==> config.mk <==
export PLATFORM = sky130hd
export DESIGN_NAME = bma_eval
export DESIGN_NICKNAME = d
export VERILOG_FILES = /design/src/bma_pkg.sv /design/src/bma_eval.sv
export SDC_FILE = /design/constraint.sdc
export NUM_CORES = 1
export LEC_CHECK = 0
export BUFFER_PORTS_ARGS = -buffer_cell sky130_fd_sc_hd__buf_4
export CORE_MARGIN = 2
export CORE_UTILIZATION = 30
export DETAILED_ROUTE_END_ITERATION = 16
export GPL_TIMING_DRIVEN = 0
export PLACE_DENSITY = 0.55
export SLEW_MARGIN = 5
export SYNTH_ARGS = -nofsm -noshare
export SYNTH_HDL_FRONTEND = slang
export SYNTH_SLANG_ARGS = --single-unit
==> constraint.sdc <==
create_clock -name vclk -period 4.3
set_input_delay 0.43 -clock vclk [all_inputs]
set_output_delay 0.43 -clock vclk [all_outputs]
set_load 0.05 [all_outputs]
==> src/bma_pkg.sv <==
// ----------------------------------------------------------------------------
// bma_pkg
// shared types and constants of the bitmap allocator
// ----------------------------------------------------------------------------
package bma_pkg;

	// field widths
	localparam int ACTION_W = 3;
	localparam int INDEX_W  = 15;
	localparam int COUNT_W  = 16;
	localparam int FOUND_W  = 15;
	localparam int LIMIT_W  = 16;
	localparam int BYTE_BITS = 8;

	// config port
	localparam int APB_DATA_W = 32;
	localparam int ADDR_W     = 3;
	localparam int REG_IDX_W  = 1;
	localparam logic [REG_IDX_W-1:0] REG_BIT_LIMIT = 1'b0;
	localparam logic [LIMIT_W-1:0]   LIMIT_RESET   = 16'h8000;

	// value written into a byte taken by the free-byte search
	localparam logic [BYTE_BITS-1:0] BYTE_FIRST = 8'h01;

	typedef enum logic [ACTION_W-1:0] {
		ACT_FREE_BIT  = 3'd0,
		ACT_FREE_RUN  = 3'd1,
		ACT_SET_BIT   = 3'd2,
		ACT_TEST_BIT  = 3'd3,
		ACT_FIND_BYTE = 3'd4,
		ACT_FIND_BIT  = 3'd5
	} action_t;

	typedef enum logic [2:0] {
		ST_CLEAR,
		ST_IDLE,
		ST_READ,
		ST_EVAL,
		ST_RESP
	} state_t;

	// per-byte evaluation result
	typedef struct packed {
		logic [BYTE_BITS-1:0] new_byte;
		logic                 wr_en;
		logic                 hit;
		logic [2:0]           hit_bit;
		logic                 any_free;
		logic                 more;
	} eval_t;

endpackage

==> src/bma_eval.sv <==
// ----------------------------------------------------------------------------
// bma_eval
// byte update logic: bit window mask, modify value, search hit
// ----------------------------------------------------------------------------
module bma_eval #(
	parameter int POS_W = 17
) (
	input  bma_pkg::action_t               action,
	input  logic [bma_pkg::BYTE_BITS-1:0]  rd_data,
	input  logic [POS_W-1:0]               base,
	input  logic [POS_W-1:0]               lo,
	input  logic [POS_W-1:0]               hi,
	output bma_pkg::eval_t                 res
);

	logic [bma_pkg::BYTE_BITS-1:0] mask;
	logic [bma_pkg::BYTE_BITS-1:0] cand;
	logic [POS_W-1:0]              next_base;
	logic [2:0]                    first_bit;

	// bits of this byte that lie in [lo, hi)
	always_comb begin
		logic [POS_W-1:0] pos;
		for (int j = 0; j < bma_pkg::BYTE_BITS; j++) begin
			pos     = base + POS_W'(j);
			mask[j] = (pos >= lo) && (pos < hi);
		end
	end

	assign cand      = ~rd_data & mask;
	assign next_base = base + POS_W'(bma_pkg::BYTE_BITS);

	// lowest free bit in the window
	always_comb begin
		first_bit = 3'd0;
		for (int j = bma_pkg::BYTE_BITS - 1; j >= 0; j--) begin
			if (cand[j]) begin
				first_bit = 3'(j);
			end
		end
	end

	always_comb begin
		res          = '0;
		res.new_byte = rd_data;
		res.any_free = |cand;
		res.more     = next_base < hi;
		unique case (action)
			bma_pkg::ACT_FREE_BIT,
			bma_pkg::ACT_FREE_RUN: begin
				res.new_byte = rd_data & ~mask;
				res.wr_en    = 1'b1;
			end
			bma_pkg::ACT_SET_BIT: begin
				res.new_byte = rd_data | mask;
				res.wr_en    = 1'b1;
			end
			bma_pkg::ACT_TEST_BIT: begin
				res.wr_en = 1'b0;
			end
			bma_pkg::ACT_FIND_BYTE: begin
				if (mask[0] && (rd_data == '0)) begin
					res.hit      = 1'b1;
					res.hit_bit  = 3'd0;
					res.new_byte = bma_pkg::BYTE_FIRST;
					res.wr_en    = 1'b1;
				end
			end
			bma_pkg::ACT_FIND_BIT: begin
				if (|cand) begin
					res.hit      = 1'b1;
					res.hit_bit  = first_bit;
					res.new_byte = rd_data | (8'(1) << first_bit);
					res.wr_en    = 1'b1;
				end
			end
			default: begin
				res.wr_en = 1'b0;
			end
		endcase
	end

endmodule

==> flow_results.xml <==
<?xml version="1.0" encoding="UTF-8"?>
<metrics>
  <group name="run_status">
    <metric name="outcome" unit="">complete, but fails checks</metric>
    <metric name="violations_in_the_final_reports" unit="">setup timing</metric>
  </group>
  <group name="synth">
    <metric name="synth.cell_area" unit="um2">8030</metric>
    <metric name="mapped_nets" unit="">1390</metric>
    <metric name="yosysSeqAreaShare" unit="%">0</metric>
    <metric name="ys_types" unit="">61</metric>
    <metric name="syn_area_per_cell" unit="um2">7.62</metric>
    <metric name="synth.yosys.warnings" unit="">0</metric>
    <metric name="number_of_instances_in_the_synthesized_netlist" unit="">1054</metric>
  </group>
  <group name="routing">
    <metric name="detailedRoute.firstIterationViolations" unit="">523</metric>
    <metric name="drc" unit="">0</metric>
    <metric name="routedWlPerCell" unit="um">19.1</metric>
    <metric name="drt.antenna.violating_nets" unit="">0</metric>
    <metric name="drt-vias-per-instance" unit="">5.45</metric>
    <metric name="route.final.wire_length" unit="um">29200</metric>
    <metric name="met3_routed_length" unit="um">1230</metric>
    <metric name="uppermost_layer_routed" unit="">met5</metric>
    <metric name="dr.pass1.iters" unit="">5</metric>
    <metric name="detail_route.wirelength.met1" unit="um">14200</metric>
    <metric name="dr_total_vias" unit="">8333</metric>
    <metric name="route.met2.wl" unit="um">13400</metric>
  </group>
  <group name="timing">
    <metric name="finalWorstSetupSlack" unit="ns">-0.175</metric>
    <metric name="max_slew_margin" unit="%">53.7</metric>
    <metric name="max_freq" unit="GHz">0.223</metric>
    <metric name="finalMaxSlewViolations" unit="">0</metric>
    <metric name="min_period" unit="ns">4.48</metric>
    <metric name="tns" unit="ns">-0.928</metric>
    <metric name="fin_crit_sh" unit="%">104</metric>
    <metric name="finalHoldViolCount" unit="">0</metric>
    <metric name="final-setup-viol-count" unit="">8</metric>
    <metric name="worst_slew_pin_slew" unit="ns">0.687</metric>
    <metric name="grt_setup_unrepaired" unit="">true</metric>
  </group>
  <group name="pwr">
    <metric name="pwr_density_cell" unit="nW/um2">118</metric>
    <metric name="max-vdd-ir-drop" unit="mV">0.0512</metric>
    <metric name="power_report.internal_total" unit="uW">529</metric>
    <metric name="share_comb_of_total_power" unit="%">100.0</metric>
    <metric name="leakagePower" unit="uW">0.00501</metric>
    <metric name="power.switching_fraction" unit="%">57.8</metric>
    <metric name="power.share.clock" unit="%">0</metric>
    <metric name="seq_pwr_share" unit="%">0</metric>
    <metric name="power.net_switching" unit="uW">725</metric>
    <metric name="p_total" unit="uW">1250</metric>
  </group>
  <group name="setup_path">
    <metric name="startpoint_type" unit="">input pin</metric>
    <metric name="timing.critical_path.slowest_cell_delay" unit="ns">0.33</metric>
    <metric name="worst_setup_path_class" unit="">input pin to output port</metric>
    <metric name="critical_path.slowest_cell" unit="">sky130_fd_sc_hd__ha_1</metric>
    <metric name="cp_data_required_time" unit="ns">3.87</metric>
    <metric name="path_common_cell" unit="">sky130_fd_sc_hd__nand4_1</metric>
    <metric name="endpoint_kind" unit="">output port</metric>
    <metric name="worstPathCellList" unit="">buf_12, clkbuf_16, clkinvlp_4, ha_4, a21oi_4, nor2_4, nand4_1, xnor2_2, ha_1, nand4_1, buf_6, a2111oi_4, o41ai_2, nand4_1, o211ai_1, buf_4, or2_4, a31o_4, o31ai_4, buf_6</metric>
    <metric name="critPathMaxFanout" unit="">6</metric>
    <metric name="arrival" unit="ns">4.05</metric>
  </group>
  <group name="finish">
    <metric name="final_layout_size_suffix_gt1_share" unit="%">25.0</metric>
    <metric name="leading_cell_type_in_the_layout_fill_and_taps_excluded" unit="">sky130_fd_sc_hd__ha_1</metric>
    <metric name="synthToLayoutAreaGrowth" unit="%">32.2</metric>
    <metric name="layout.cells.most_common_list" unit="">sky130_fd_sc_hd__ha_1, sky130_fd_sc_hd__buf_4, sky130_fd_sc_hd__nand2_1</metric>
    <metric name="clkbuf_count" unit="">0</metric>
    <metric name="fillerInstances" unit="">2698</metric>
    <metric name="post_layout_nonfiller_instances" unit="">1530</metric>
    <metric name="fin_nets" unit="">1533</metric>
    <metric name="register_area" unit="um2">0</metric>
    <metric name="antenna_cells" unit="">0</metric>
    <metric name="final_design_area_excluding_fillers" unit="um2">10600</metric>
    <metric name="nFlopsAndLatches" unit="">0</metric>
  </group>
  <group name="global_routing">
    <metric name="grt_pass1_vias" unit="">8036</metric>
    <metric name="antenna_found_initial" unit="">1</metric>
    <metric name="globalRouteOverflowTotal" unit="">0</metric>
    <metric name="grt_first_pass_wirelength" unit="um">45600</metric>
    <metric name="track_usage" unit="%">20.3</metric>
    <metric name="grt_max_degree" unit="">13</metric>
  </group>
  <group name="flow_run">
    <metric name="maximum_capacitance_violations" unit="">0</metric>
  </group>
  <group name="floorplan">
    <metric name="std_cell_rows" unit="">59</metric>
    <metric name="die-area" unit="um2">28100</metric>
    <metric name="start_util" unit="%">30.7</metric>
    <metric name="core_area" unit="um2">26100</metric>
    <metric name="pin_count" unit="">77</metric>
    <metric name="die_w" unit="um">168</metric>
    <metric name="die_h" unit="um">168</metric>
  </group>
  <group name="placed_design">
    <metric name="placement.cell_area" unit="um2">9090</metric>
    <metric name="place.gp.congestion" unit="">0.929</metric>
    <metric name="dp.final_hpwl" unit="um">23900</metric>
    <metric name="io_buffers" unit="">76</metric>
    <metric name="place_worst_setup_slack" unit="ns">-1.50</metric>
    <metric name="placedCellCount" unit="">1465</metric>
  </group>
  <group name="worst_hold_path">
    <metric name="hp-class" unit="">input pin to output port</metric>
  </group>
</metrics>
-- critical path, delay by kind of cell --
| kind | cells | cell delay, ns |
|---|---|---|
| AO/OA/AOI/OAI | 6 | 1.10 |
| buffers and inverters | 6 | 0.95 |
| AND/OR/NAND/NOR | 5 | 0.83 |
| adder cells (fa/ha/maj) | 2 | 0.54 |
| XOR/XNOR | 1 | 0.20 |
-- layer usage --
layer / GRT usage (%) / vias to the layer above
met4: 3.10 / 2
met2: 34.5 / 216
met5: 0 / -
met3: 1.28 / 31
li1: - / 4213
met1: 28.7 / 3871
-- what timing repair did --
item / in CTS / in global routing
hold buffers: 0 / 0
pin swaps: 39 / 48
setup buffers: 46 / 26
resized for setup: 159 / 72
endpoints found under the setup margin: 14 / 14
-- cells in the mapped netlist (all sizes together) (3+ instances only) --
cell,n,area share (%)
a2111oi,8,0.87
nand3,32,2.0
or2,8,0.62
o2111ai,5,0.55
and4,10,1.1
nand2,87,4.1
xnor2,51,5.6
a21oi,76,4.7
nor3,17,1.1
buf,12,0.56
nand4,30,2.3
a31oi,11,0.86
a21o,34,3.2
a221oi,5,0.62
inv,61,2.9
or3,5,0.39
clkbuf,14,0.65
o211ai,13,1.3
and2,5,0.39
o22ai,4,0.31
o21bai,4,0.37
ha,274,43
and3,12,0.94
xor2,60,6.5
o211a,3,0.37
nand2b,9,0.70
a31o,5,0.55
a211o,4,0.44
nor2,85,4.0
nor4,4,0.31
o21ai,50,3.1
nor2b,6,0.47
a211oi,13,1.3
a41oi,5,0.55
o31ai,6,0.56
-- area by class of cell --
class	count	area, um2	area share (%)
inverters	61	239	2.25
repair buffers	148	1220	11.5
plain buffers	19	140	1.32
well taps	335	419	3.95
multi-input cells	967	8590	80.9
-- power groups by stage --
stage | Clock [uW] | Combinational (uW) | Sequential [uW]
floorplan | 0 | 708 | 0
global placement | 0 | 1010 | 0
detailed placement | 0 | 1030 | 0
CTS | 0 | 1170 | 0
global route | 0 | 1380 | 0
finish | 0 | 1250 | 0
-- per-stage QoR --
stage / util (%) / hold WS (ns)
2_1_floorplan: - / 1.09
3_3_place_gp: 34.8 / 1.28
3_5_place_dp: 34.8 / 1.28
4_1_cts: 38.6 / 1.26
5_1_grt: 40.6 / 1.28
6_report: 40.6 / 1.26
-- cell families (layout without fill, tap and decap cells) --
kind of cell	count (synthesis)	after routing	synth area share (%)
simple gates	319	319	19.6
xor+xnor	111	111	12.1
compound gates	263	263	21.5
buf+inv	87	228	4.07
fa+ha+maj	274	274	42.7
-- worst paths after layout --
| kind | startpoint | end | slack (ns) | cells past startpoint |
|---|---|---|---|---|
| setup / recovery | base[2] | res[12] | -0.18 | 20 |
| hold / removal | rd_data[7] | res[14] | 1.26 | 4 |
Note: power is estimated with default switching activity, not from simulation.
